### src/pss_pkg.sv
package pss_pkg;

    localparam int MaxSegmentsDefault = 16;
    localparam logic [15:0] SegLenReset = 16'd256;

    localparam int DistSqW = 34;
    localparam int RootW = 17;

    localparam int InTdataW = 112;
    localparam int OutTdataW = 112;

    typedef struct packed {
        logic [15:0] rotation;
        logic [15:0] tilt;
        logic [31:0] stamp;
        logic [15:0] pressure;
        logic [15:0] y;
        logic [15:0] x;
    } point_t;

    typedef enum logic [6:0] {
        ST_IDLE  = 7'b0000001,
        ST_SQ    = 7'b0000010,
        ST_ROOT  = 7'b0000100,
        ST_DIV   = 7'b0001000,
        ST_FIELD = 7'b0010000,
        ST_EMIT  = 7'b0100000,
        ST_LAST  = 7'b1000000
    } state_t;

endpackage

### src/pss_lerp_div.sv
module pss_lerp_div
    import pss_pkg::*;
(
    input  logic               aclk,
    input  logic               aresetn,
    input  logic               start,
    input  logic signed [52:0] num,
    input  logic        [7:0]  den,
    output logic               done,
    output logic signed [45:0] quo
);

    logic [5:0]  cnt_reg, cnt_next;
    logic        busy_reg, busy_next;
    logic        neg_reg, neg_next;
    logic [52:0] q_reg, q_next;
    logic [8:0]  rem_reg, rem_next;
    logic [8:0]  den_reg, den_next;
    logic [9:0]  trial;
    logic [52:0] mag;

    assign mag = num[52] ? 53'(-num) : 53'(num);
    assign trial = {rem_reg, q_reg[52]} - {1'b0, den_reg};

    always_comb begin
        cnt_next = cnt_reg;
        busy_next = busy_reg;
        neg_next = neg_reg;
        q_next = q_reg;
        rem_next = rem_reg;
        den_next = den_reg;
        done = 1'b0;
        if (start) begin
            busy_next = 1'b1;
            cnt_next = 6'd53;
            neg_next = num[52];
            q_next = num[52] ? 53'(mag + 53'({den, 1'b0}) - 53'd1) : mag;
            rem_next = '0;
            den_next = {den, 1'b0};
        end else if (busy_reg) begin
            if (!trial[9]) begin
                rem_next = trial[8:0];
                q_next = {q_reg[51:0], 1'b1};
            end else begin
                rem_next = {rem_reg[7:0], q_reg[52]};
                q_next = {q_reg[51:0], 1'b0};
            end
            cnt_next = cnt_reg - 6'd1;
            if (cnt_reg == 6'd1) begin
                busy_next = 1'b0;
            end
        end
        if (busy_reg && cnt_reg == 6'd1) begin
            done = 1'b1;
        end
    end

    assign quo = neg_reg ? -$signed(46'(q_next)) : $signed(46'(q_next));

    always_ff @(posedge aclk) begin
        if (!aresetn) begin
            busy_reg <= 1'b0;
            cnt_reg <= '0;
        end else begin
            busy_reg <= busy_next;
            cnt_reg <= cnt_next;
        end
        neg_reg <= neg_next;
        q_reg <= q_next;
        rem_reg <= rem_next;
        den_reg <= den_next;
    end

endmodule

### config.mk
export PLATFORM = sky130hd
export DESIGN_NAME = pss_lerp_div
export DESIGN_NICKNAME = d
export VERILOG_FILES = /design/src/pss_pkg.sv /design/src/pss_lerp_div.sv
export SDC_FILE = /design/constraint.sdc
export NUM_CORES = 1
export LEC_CHECK = 0
export BUFFER_PORTS_ARGS = -buffer_cell sky130_fd_sc_hd__buf_2
export CAP_MARGIN = 5
export CORE_MARGIN = 5
export CORE_UTILIZATION = 50
export DETAILED_ROUTE_END_ITERATION = 7
export PLACE_DENSITY_LB_ADDON = 0.2
export SYNTH_ARGS = -nofsm -noshare
export SYNTH_HDL_FRONTEND = slang
export SYNTH_SLANG_ARGS = --single-unit
### constraint.sdc
create_clock -name aclk -period 9.85 [get_ports aclk]
set_input_delay 0.985 -clock aclk [delete_from_list [all_inputs] [get_ports aclk]]
set_output_delay 0.985 -clock aclk [all_outputs]
set_load 0.005 [all_outputs]
After elaboration in Yosys (flattened, before gate mapping). Cells that the tools add are included.

Register bits after elaboration: 78. Input bits: 64. Output and inout port bits: 47. Word-level logic and storage cells: 32.

Add/sub/neg operators: 6. Equality and inequality tests: 1. Mux-type cells: 13. Bitwise operators: 1. Reduce and logical (&&, ||, !) cells: 3.

Operators with widths (count): $mux 53 (4); $add 53x9->53 (1); $neg 53->53 (1); $sub 53x1->53 const B (1); $mux 46 (1); $neg 46->46 (1); $mux 6 (2); $sub 10x9->10 (1); $mux 9 (1); $eq 6x1->1 const B (1); $sub 6x1->6 const B (1); $mux 1 (5); $reduce_bool 2->1 (1); $reduce_or 2->1 (1); $logic_and 1x1->1 (1); $not 1->1 (1).

Longest topological paths before layout. Gate-level depths: netlist of the first run.

Word-level depth: 8. Gate-level depth with buffers: 31. Gate-level depth less buffers: 25.

Worst setup path after synthesis of the first run. OpenSTA, ideal clock, no wires.

Kind: input -> output. From: in num[52]. To: out quo[45]. Data arrival time: 9.069 ns. Required time: 8.865 ns. Slack: -0.204 ns. Stages on the path: 31. Buffers on the path: 11. Cells stage by stage: clkbuf_1 > clkbuf_1 > clkbuf_1 > clkbuf_1 > clkbuf_1 > clkbuf_1 > clkbuf_1 > buf_1 > clkbuf_1 > clkbuf_1 > buf_1 > mux2i_1 > ha_1 > inv_1 > ha_1 > inv_1 > fa_1 > nand2b_1 > a21o_1 > a211oi_1 > a2111oi_2 > o31a_1 > a2111o_1 > a211oi_2 > o21ai_2 > o21a_1 > o211a_1 > or3_4 > or4b_4 > o41ai_2 > xnor2_1.

Longest elaborated chain between the ends: 7.

RTL lines: start: declaration (line pss_lerp_div.sv:7) `input logic signed [52:0] num,`; $mux 53 (line pss_lerp_div.sv:22) `assign mag = num[52] ? 53'(-num) : 53'(num);`; $add 53x9->53 (line pss_lerp_div.sv:37) `q_next = num[52] ? 53'(mag + 53'({den, 1'b0}) - 53'd1) : mag;`; $sub 53x1->53 (line pss_lerp_div.sv:37); $mux 53 * (line pss_lerp_div.sv:37); $mux 53 * (line pss_lerp_div.sv:33) `if (start) begin`; net q_next[37] (line pss_lerp_div.sv:16) `logic [52:0] q_reg, q_next;`; $neg 46->46 * (line pss_lerp_div.sv:58) `assign quo = neg_reg ? -$signed(46'(q_next)) : $signed(46'(q_next));`; $mux 46 * (line pss_lerp_div.sv:58); end: declaration (line pss_lerp_div.sv:10) `output logic signed [45:0] quo`.

Mark *: on every way through the listed nets, which the timed path passes. The rest lies on a longest branch.

Final worst setup path of the first run.
From: in num[0]. To: out quo[41].

Longest elaborated chain between the ends: 8.

RTL lines (line): $neg 53->53 (pss_lerp_div.sv:22); $mux 53 * (pss_lerp_div.sv:22); $add 53x9->53 (pss_lerp_div.sv:37); $sub 53x1->53 (pss_lerp_div.sv:37); $mux 53 * (pss_lerp_div.sv:37); $mux 53 * (pss_lerp_div.sv:33); net q_next[15] (pss_lerp_div.sv:16); $neg 46->46 * (pss_lerp_div.sv:58); $mux 46 * (pss_lerp_div.sv:58).

Marks and branches as above.

==> flow_summary.ini, run 1 <==
[status]
status = completed

[layout]
syn_to_final_growth_pct = 9.24
ff_latch_area_um2 = 1730
finalInstanceArea_um2 = 11600
nets = 1632
antenna_cells = 0
multiInputGateArea_um2 = 8190
largest_reg_flops = 53
utilization_pct = 55.4
num-fill-cells = 2017
drive_above_1_share_pct = 12.6

[timing]
fin_crit_sh_pct = 85.5
slew_violations = 0
tightest_slew_ps = 987
hold_violations = 0
setup-tns-final_ps = 0
whs_ps = 490
fin_crit_ps = 8420
clock_skew_ps = 15.3
fmaxAchievable_ghz = 0.119
rsz0062_at_grt = false
layout_setup_ws_ps = 1430
setup_viol = 0
slew_headroom_pct = 33.7

[route]
wl_per_cell_um = 18.2
drc = 0
drt_iter0_drc = 895
drtPass1Iterations = 5
vias_per_cell = 6.12
drt.antenna.violating_nets = 0
num_vias = 10900
wirelength_um = 32500

[setup_path]
cp-end-kind = output port
crit_required_ps = 8870
startpoint_type = primary input
worst-setup-path-type = primary input to output port
crit_fanout = 6
arrival_ps = 7440

[yosys]
netlist.area_leader.share_pct = 11.6
synth_nets = 1575
synth_top_area_cell = dfxtp_1
yosysSeqAreaShare_pct = 16.2
synth_area_leaders = dfxtp_1, ha_1, xnor2_1, mux2i_1, a21oi_1
ys_warn_count = 0
synth_edf_count = 16
synth-async-reset-ratio_pct = 0
ys_ff_latch = 78
postSynthAreaPerCell_um2 = 7.38
yosys_most_used_dff = dfxtp_1
synth_area_um2 = 10700
synthCells = 1443
synth_cell_types = 90

[floorplanning]
die_height_um = 156
coreArea_um2 = 21000
ios = 111
start_util_pct = 50.7
die_area_um2 = 24300
row_count = 53
die_x_um = 156

[pwr]
max-vdd-ir-drop_mv = 0.0872
p_int_w = 0.000936
pwr-share-comb_pct = 55.1
pwr-share-seq_pct = 25.3
p_leak_nw = 4.79
powerDensity_nw_per_um2 = 142
p_clk_share_pct = 19.7
switching_power_w = 0.000720
switching_share_pct = 43.5

[global_route]
grt_max_degree = 69
grt.overflow.total = 0
grt_pass1_wl_um = 51800
grt_usage_pct = 25.8
antenna_found_initial = 0
grt_pass1_vias = 10100

[clock_network]
cts_resized = 0
cts_hold_buf = 0
root_buffer = clkbuf_16
ctsHtreeMaxLevel = 3
clk_latency_ps = 350
clockBufferDepth = 2
cts_sinks = 78
cts_tree = done
cts_made_buffers = 9
post_cts_buffers = 0
path_clk_slew_ps = 60

[placed_design]
portBuffers = 110
dp_worst_setup_slack_ps = 1580
place_area_um2 = 11400
dp_hpwl_um = 25000
place_congestion = 0.950

[job]
cap_violations = 0

[hold_path]
hold_path_class = flop to flop
## cell usage after synthesis, types with 40 or more instances
master    instances
a211oi_1         40
a21oi_1          99
clkbuf_1         61
dfxtp_1          62
ha_1             66
inv_1           112
mux2i_1          52
nand2_1         107
nor2_1          108
nor3_1           47
o21ai_0          68
xnor2_1          94
xor2_1           41
## cell type report
type                       instances  share of cell area [%]
multi-input combinational       1170                    70.3
sequential                        78                    14.8
timing repair buffer             125                    5.72
inverter                         116                    3.74
tap                              275                    2.96
clock buffer                       9                    1.93
clock inverter                     7                   0.505
## worst max-delay path, cell delays in order
cell and delay (ps):
buf_2 150, inv_1 70, ha_1 170, or3b_2 500, o31ai_1 270, xor2_1 120
ha_1 300, inv_1 40, ha_1 340, a21o_1 210, nor3_1 270, a211oi_1 150
a2111oi_2 640, o31a_1 310, mux2i_1 210, a211oi_1 120, or2_2 360, or4_1 530
nand3b_1 290, nor2_1 250, nand4_1 360, o41ai_1 480, xnor2_1 170, buf_2 140
## power by group through the flow
| stage | clock (W) | sequential, W | combinational (W) |
|---|---|---|---|
| 6_report | 0.000326 | 0.000418 | 0.000912 |
| 5_1_grt | 0.000347 | 0.000425 | 0.00100 |
| 4_1_cts | 0.000333 | 0.000418 | 0.000901 |
| 3_5_place_dp | 0 | 0.000424 | 0.000896 |
| 3_3_place_gp | 0 | 0.000422 | 0.000888 |
| 2_1_floorplan | 0 | 0.000412 | 0.000658 |
## cell families after synthesis
kind of cell | share of synthesized area, %
AOI/OAI and AO/OA | 28.1
xor gates and xnor gates | 11.5
adders and majority gates | 8.12
buffers and inverters | 7.02
DFF | 16.2
muxes | 5.84
and+or+nand+nor | 23.3
## per-layer routing
| metal | global-route usage (%) | share of wire, % | up-vias |
|---|---|---|---|
| met4 | 7.13 | 1.5 | 0 |
| li1 | - | - | 5415 |
| met5 | 0 | 0 | - |
| met1 | 37.7 | 48 | 5090 |
| met2 | 40.3 | 44 | 362 |
| met3 | 2.77 | 6.1 | 34 |
## worst paths after layout
path / from / cells past startpoint / slack (ps) / to
hold / removal: q_reg[52]$_DFFE_PP_ / 2 / 490 / rem_reg[0]$_SDFFE_PP0P_
setup reg to reg: rem_reg[0]$_SDFFE_PP0P_ / 12 / 6340 / rem_reg[7]$_SDFFE_PP0P_
setup / recovery: num[0] / 24 / 1430 / quo[41]
hold reg to reg: q_reg[52]$_DFFE_PP_ / 2 / 490 / rem_reg[0]$_SDFFE_PP0P_
## through the flow
| step | instances | power, W |
|---|---|---|
| 4_1_cts | 1780 | 0.00165 |
| 6_report | 1780 | 0.00166 |
| 3_5_place_dp | 1764 | 0.00132 |
| 5_1_grt | 1780 | 0.00178 |
| 3_3_place_gp | 1764 | 0.00131 |
| 2_1_floorplan | 1443 | 0.00107 |
## cells in the final DEF, fill, tap and decap left out, drive strengths merged, types with 14 or more instances in the layout
| cell | netlist | final |
|---|---|---|
| inv | 115 | 121 |
| a21oi | 99 | 99 |
| ha | 66 | 66 |
| o211ai | 15 | 15 |
| nand3 | 28 | 28 |
| nand2 | 107 | 107 |
| a31oi | 19 | 19 |
| xnor2 | 94 | 94 |
| a21o | 21 | 21 |
| nor3 | 51 | 51 |
| a211oi | 42 | 42 |
| nand2b | 23 | 23 |
| edfxtp | 16 | 16 |
| o31ai | 35 | 35 |
| mux2i | 52 | 52 |
| nor2b | 39 | 39 |
| dfxtp | 62 | 62 |
| nand4 | 17 | 17 |
| buf | 18 | 125 |
| nor2 | 108 | 108 |
| o21ai | 75 | 75 |
| xor2 | 42 | 42 |
| o41ai | 15 | 15 |
| nor4 | 14 | 14 |
| or3 | 22 | 22 |
Note: power is estimated with default switching activity, not from simulation.
==> run 2: changes to the inputs <==
--- a/config.mk
+++ b/config.mk
@@ -5,6 +5,7 @@
 export SDC_FILE = /design/constraint.sdc
 export NUM_CORES = 1
 export LEC_CHECK = 0
+export ABC_AREA = 1
 export BUFFER_PORTS_ARGS = -buffer_cell sky130_fd_sc_hd__buf_2
 export CAP_MARGIN = 5
 export CORE_MARGIN = 5
@@ -14,3 +15,4 @@
 export SYNTH_ARGS = -nofsm -noshare
 export SYNTH_HDL_FRONTEND = slang
 export SYNTH_SLANG_ARGS = --single-unit
+export TNS_END_PERCENT = 5
==> run 2 against run 1 <==
  * Final cell count rose by 34%
  * Synthesized area grew 9.2%
  * Sequential cell count stayed put
  * Fmax rose by 22%
  * Combinational power up 1%
  * Critical path type unchanged
==> flow_summary.ini, run 2 <==
[pwr]
pwr-share-comb_pct = 55.9
p_int_w = 0.000868
switching_power_w = 0.000786
powerDensity_nw_per_um2 = 131
pwr-share-seq_pct = 24.3
p_leak_nw = 6.81
p_clk_share_pct = 19.8
max-vdd-ir-drop_mv = 0.103
switching_share_pct = 47.5

[route]
wirelength_um = 38300
vias_per_cell = 5.39
wl_per_cell_um = 16.0
drc = 0
drt.antenna.violating_nets = 0
top_layer = met4
drt_iter0_drc = 1133
drtPass1Iterations = 6
route.met2.wl_um = 17500
route.met3.wl_um = 2770
wl_met1_um = 16600
num_vias = 12900

[floorplanning]
start_util_pct = 51.1
die_height_um = 163
ios = 111
coreArea_um2 = 22800
die_area_um2 = 26400
row_count = 55
die_x_um = 163

[timing]
tightest_slew_ps = 1190
hold_violations = 0
fin_crit_ps = 6890
whs_ps = 464
fmaxAchievable_ghz = 0.145
slew_violations = 0
clock_skew_ps = 5.11
rsz0062_at_grt = false
setup-tns-final_ps = 0
fin_crit_sh_pct = 69.9
setup_viol = 0
slew_headroom_pct = 20.5

[clock_network]
cts_hold_buf = 0
root_buffer = clkbuf_16
cts_resized = 0
ctsHtreeMaxLevel = 3
cts_made_buffers = 9
clockBufferDepth = 2
clk_latency_ps = 340
cts_sinks = 78
post_cts_buffers = 0
path_clk_slew_ps = 70
cts_tree = done

[placed_design]
dp_hpwl_um = 31100
place_congestion = 1.03
portBuffers = 110

[status]
status = completed

[global_route]
grt_pass1_wl_um = 60700
grt_max_degree = 82
grt.overflow.total = 0
grt_pass1_vias = 12200
grt_usage_pct = 28.3
antenna_found_initial = 0

[yosys]
synth-async-reset-ratio_pct = 0
yosysSeqAreaShare_pct = 14.8
synth_area_um2 = 11600
ys_ff_latch = 78
yosys_most_used_dff = dfxtp_1
netlist_top_cells_count = nand2_1, inv_1, nor2_1
synth_cell_types = 58
ys_warn_count = 0
synth_edf_count = 16
synth_nets = 2124
synth_area_leaders = nand2_1, inv_1, dfxtp_1, ha_1, nand3_1
synthCells = 1992
synth_top_area_cell = nand2_1
netlist.area_leader.share_pct = 17.1
synth_most_common_cell = nand2_1
postSynthAreaPerCell_um2 = 5.84

[setup_path]
worst-setup-path-type = primary input to output port
critPathMostFrequentCell = nand2_1
crit_fanout = 7
slowest_stage = o31ai_1
startpoint_type = primary input
crit_required_ps = 8870
max_stage_delay_ps = 720
arrival_ps = 5900
cp-end-kind = output port

[layout]
drive_above_1_share_pct = 15.5
num-fill-cells = 2368
largest_reg_flops = 53
final_cell_mix = nand2_1, inv_1, nor2_1
syn_to_final_growth_pct = 8.80
antenna_cells = 0
nets = 2205
final_common_cell = nand2_1

[hold_path]
hold_path_class = flop to flop

[job]
cap_violations = 0
==> run 2: cell count changes after synthesis, moves of 26 or more <==
cell	delta
xor2_1	+26
mux2i_1	-52
xnor2_1	-82
nand2_1	+424
a211oi_1	-36
nand3_1	+122
o31ai_1	-32
nor3_1	-35
nand2_2	+65
nor2_1	+67
clkbuf_1	-40
inv_1	+229
nor2b_1	-39
==> run 2: cells by family after synthesis <==
| logic type | count (synthesis) | synth area share (%) |
|---|---|---|
| AOI/OAI and AO/OA | 290 | 14.9 |
| buffers and inverters | 415 | 14.0 |
| xor gates and xnor gates | 79 | 5.94 |
| and+or+nand+nor | 1062 | 42.9 |
| adders and majority gates | 68 | 7.44 |
| DFF | 78 | 14.8 |
==> run 2: final timing paths <==
check | startpoint | end | slack, ps | cells past startpoint
setup / recovery | num[0] | quo[45] | 2960 | 29
hold / removal | q_reg[52]$_DFFE_PP_ | rem_reg[0]$_SDFFE_PP0P_ | 460 | 2
setup reg to reg | den_reg[1]$_DFFE_PP_ | rem_reg[2]$_SDFFE_PP0P_ | 7110 | 11
hold reg to reg | q_reg[52]$_DFFE_PP_ | rem_reg[0]$_SDFFE_PP0P_ | 460 | 2
==> run 2: final cells by class <==
type / count / area [um^2] / share of cell area, %
tap: 313 / 392 / 3.09
clock inverter: 7 / 62.6 / 0.494
clock buffer: 9 / 225 / 1.78
inverter: 371 / 1400 / 11.0
multi-input combinational: 1499 / 8280 / 65.4
timing repair buffer: 114 / 583 / 4.60
sequential: 78 / 1720 / 13.6
==> run 2: routing by layer <==
| metal | global-route usage [%] | up-vias |
|---|---|---|
| li1 | - | 6502 |
| met2 | 47.8 | 518 |
| met5 | 0 | - |
| met4 | 10.6 | 0 |
| met1 | 37.2 | 5791 |
| met3 | 3.14 | 77 |
==> run 2: worst max-delay path, delay by kind of cell <==
| family | cells | cell delay (ps) |
|---|---|---|
| AND/OR/NAND/NOR | 18 | 1970 |
| AO/OA/AOI/OAI | 3 | 1550 |
| adder cells (fa/ha/maj) | 2 | 660 |
| buffers and inverters | 5 | 480 |
| XOR/XNOR | 1 | 250 |
==> run 2: stage by stage <==
stage	cells	area (um^2)	utilization [%]	power, W	setup WS (ps)
2_1_floorplan	1992	11600	-	0.00106	3110
3_3_place_gp	2375	12400	54.3	0.00131	3200
3_5_place_dp	2375	12400	54.3	0.00131	3140
4_1_cts	2391	12700	55.6	0.00164	3100
5_1_grt	2391	12700	55.6	0.00179	2530
6_report	2391	12700	55.6	0.00165	2960
==> run 2: power by group through the flow <==
stage	clock, W	sequential [W]	combinational [W]
CTS	0.000331	0.000401	0.000912
global placement	0	0.000406	0.000899
detailed placement	0	0.000408	0.000905
finish	0.000328	0.000401	0.000924
global route	0.000348	0.000406	0.00103
floorplan	0	0.000398	0.000660
==> run 3: changes to the inputs <==
==> constraint.sdc (replaced) <==
create_clock -name aclk -period 6.9 [get_ports aclk]
set_input_delay 0.69 -clock aclk [delete_from_list [all_inputs] [get_ports aclk]]
set_output_delay 0.69 -clock aclk [all_outputs]
set_load 0.005 [all_outputs]
==> run 3 against run 2 <==
  * Worst setup slack worse by 2100 ps
  * Total power grew 43%
  * Die area did not move
  * Via count down 0.18%
  * Worst hold slack improved by 1.6 ps
  * Critical path depth decreased by 1
  * Combinational power up 42%
  * Routed wire length is 1.9% lower
  * Final area increased by 0.23%
  * Largest power group unchanged
==> flow_summary.ini, run 3 (synthesized netlist as in run 2, its figures left out) <==
[layout]
drive_above_1_share_pct = 15.5
antenna_cells = 0
utilization_pct = 55.7
nets = 2205
syn_to_final_growth_pct = 9.05
final_common_cell = nand2_1
final_cell_mix = nand2_1, inv_1, nor2_1
largest_reg_flops = 53
instances_no_fill = 2391

[route]
wirelength_um = 37600
drc = 0
route.met2.wl_um = 17200
num_vias = 12900
top_layer = met4
drtPass1Iterations = 8
wl_per_cell_um = 15.7
route.met3.wl_um = 2400
drt_iter0_drc = 930
wl_met1_um = 16500
drt.antenna.violating_nets = 0
vias_per_cell = 5.38

[hold_path]
hp-start = q_reg[52]$_DFFE_PP_
holdPathStages = 2
hold_path_class = flop to flop
min_to = rem_reg[0]$_SDFFE_PP0P_

[clock_network]
cts_resized = 0
clk_latency_ps = 340
cts_hold_buf = 0
cts_sinks = 78
cts_made_buffers = 9
cts_tree = done
clockBufferDepth = 2
path_clk_slew_ps = 70
ctsHtreeMaxLevel = 3
post_cts_buffers = 0
root_buffer = clkbuf_16

[global_route]
antenna_found_initial = 0
grt_pass1_wl_um = 59500
grt_usage_pct = 27.7
grt.overflow.total = 0
grt_max_degree = 114
grt_pass1_vias = 12000

[timing]
rsz0062_at_grt = false
tightest_slew_ps = 1210
slew_violations = 0
hold_violations = 0
fin_crit_ps = 6070
setup-tns-final_ps = 0
fin_crit_sh_pct = 87.9
clock_skew_ps = 6.36
slew_headroom_pct = 19.2
setup_viol = 0
fmaxAchievable_ghz = 0.165

[setup_path]
worst_r2r_path_depth = 12
worst-setup-path-type = primary input to output port
r2r-start = rem_reg[0]$_SDFFE_PP0P_
reg2reg_to = rem_reg[2]$_SDFFE_PP0P_
crit_required_ps = 6210
cp-end-kind = output port
startpoint_type = primary input
crit_fanout = 7
r2r_slack_ps = 4240
arrival_ps = 5380

[floorplanning]
die_x_um = 163
start_util_pct = 51.1
die_area_um2 = 26400
coreArea_um2 = 22800
die_height_um = 163
row_count = 55
ios = 111

[placed_design]
dp_hpwl_um = 30600
place_congestion = 0.998
dp_cells = 2375
portBuffers = 110

[pwr]
p_leak_nw = 6.81
powerDensity_nw_per_um2 = 187
max-vdd-ir-drop_mv = 0.164

[job]
cap_violations = 0

[status]
status = completed
## run 3: cell count changes in the layout (fill, tap and decap cells not counted), sizes merged
| cell | before | now |
|---|---|---|
| bufinv | 0 | 1 |
| clkinv | 4 | 3 |
| clkinvlp | 1 | 3 |
| inv | 373 | 371 |
## run 3: worst max-delay path by stage
stage                            start       to  slack [ps]  cells past startpoint
6_report                       num[28]  quo[43]         830                     28
5_1_grt        rem_reg[0]$_SDFFE_PP0P_  quo[34]         420                     27
4_1_cts                         num[2]  quo[41]         980                     29
3_5_place_dp                    num[2]  quo[41]        1010                     29
3_3_place_gp                   num[52]  quo[45]        1020                     33
2_1_floorplan                  num[52]  quo[38]         750                     36
## run 3: power by group
group | switching [W] | internal, W | leakage, nW | total (W)
registers | 0.0000357 | 0.000537 | 0.680 | 0.000572
logic | 0.000857 | 0.000451 | 5.99 | 0.00131
clock network | 0.000204 | 0.000284 | 0.139 | 0.000488
total | 0.00110 | 0.00127 | 6.81 | 0.00237
## run 3: through the flow
step	setup slack (ps)	hold slack, ps	total power (W)	cell area (um^2)
2_1_floorplan	752	422	0.00151	11600
3_3_place_gp	1020	441	0.00186	12400
3_5_place_dp	1010	471	0.00187	12400
6_report	832	466	0.00237	12700
5_1_grt	415	516	0.00256	12700
4_1_cts	979	471	0.00236	12700
## run 3: critical path, cell delays in order
cell	delay, ps
buf_2	120
inv_1	190
nand2_1	130
nor2_1	260
nand2_1	100
nor2_1	100
nand2_1	180
nor3_1	190
inv_1	130
o41ai_1	320
xor2_1	230
inv_1	70
ha_1	380
a21oi_1	290
o21a_1	280
a21boi_0	300
nand3_1	110
nand2_1	60
nand3_1	180
a21oi_2	340
nand2_1	100
nor2_2	130
nand2_1	70
nand2_1	80
nand2_1	90
nand2_1	70
nand2_1	60
buf_2	120
## run 3: area by class of cell
class / instances / area (um^2)
Clock buffer: 9 / 225
Clock inverter: 7 / 78.8
Fill cell: 2408 / 10100
Inverter: 371 / 1400
Multi-Input combinational cell: 1499 / 8280
Sequential cell: 78 / 1720
Tap cell: 313 / 392
Timing Repair Buffer: 114 / 596
## run 3: routing by layer
metal	vias up	global-route usage [%]
met2	457	46.9
met5	-	0
met1	5823	35.8
met4	0	10.6
met3	83	3.82
li1	6502	-
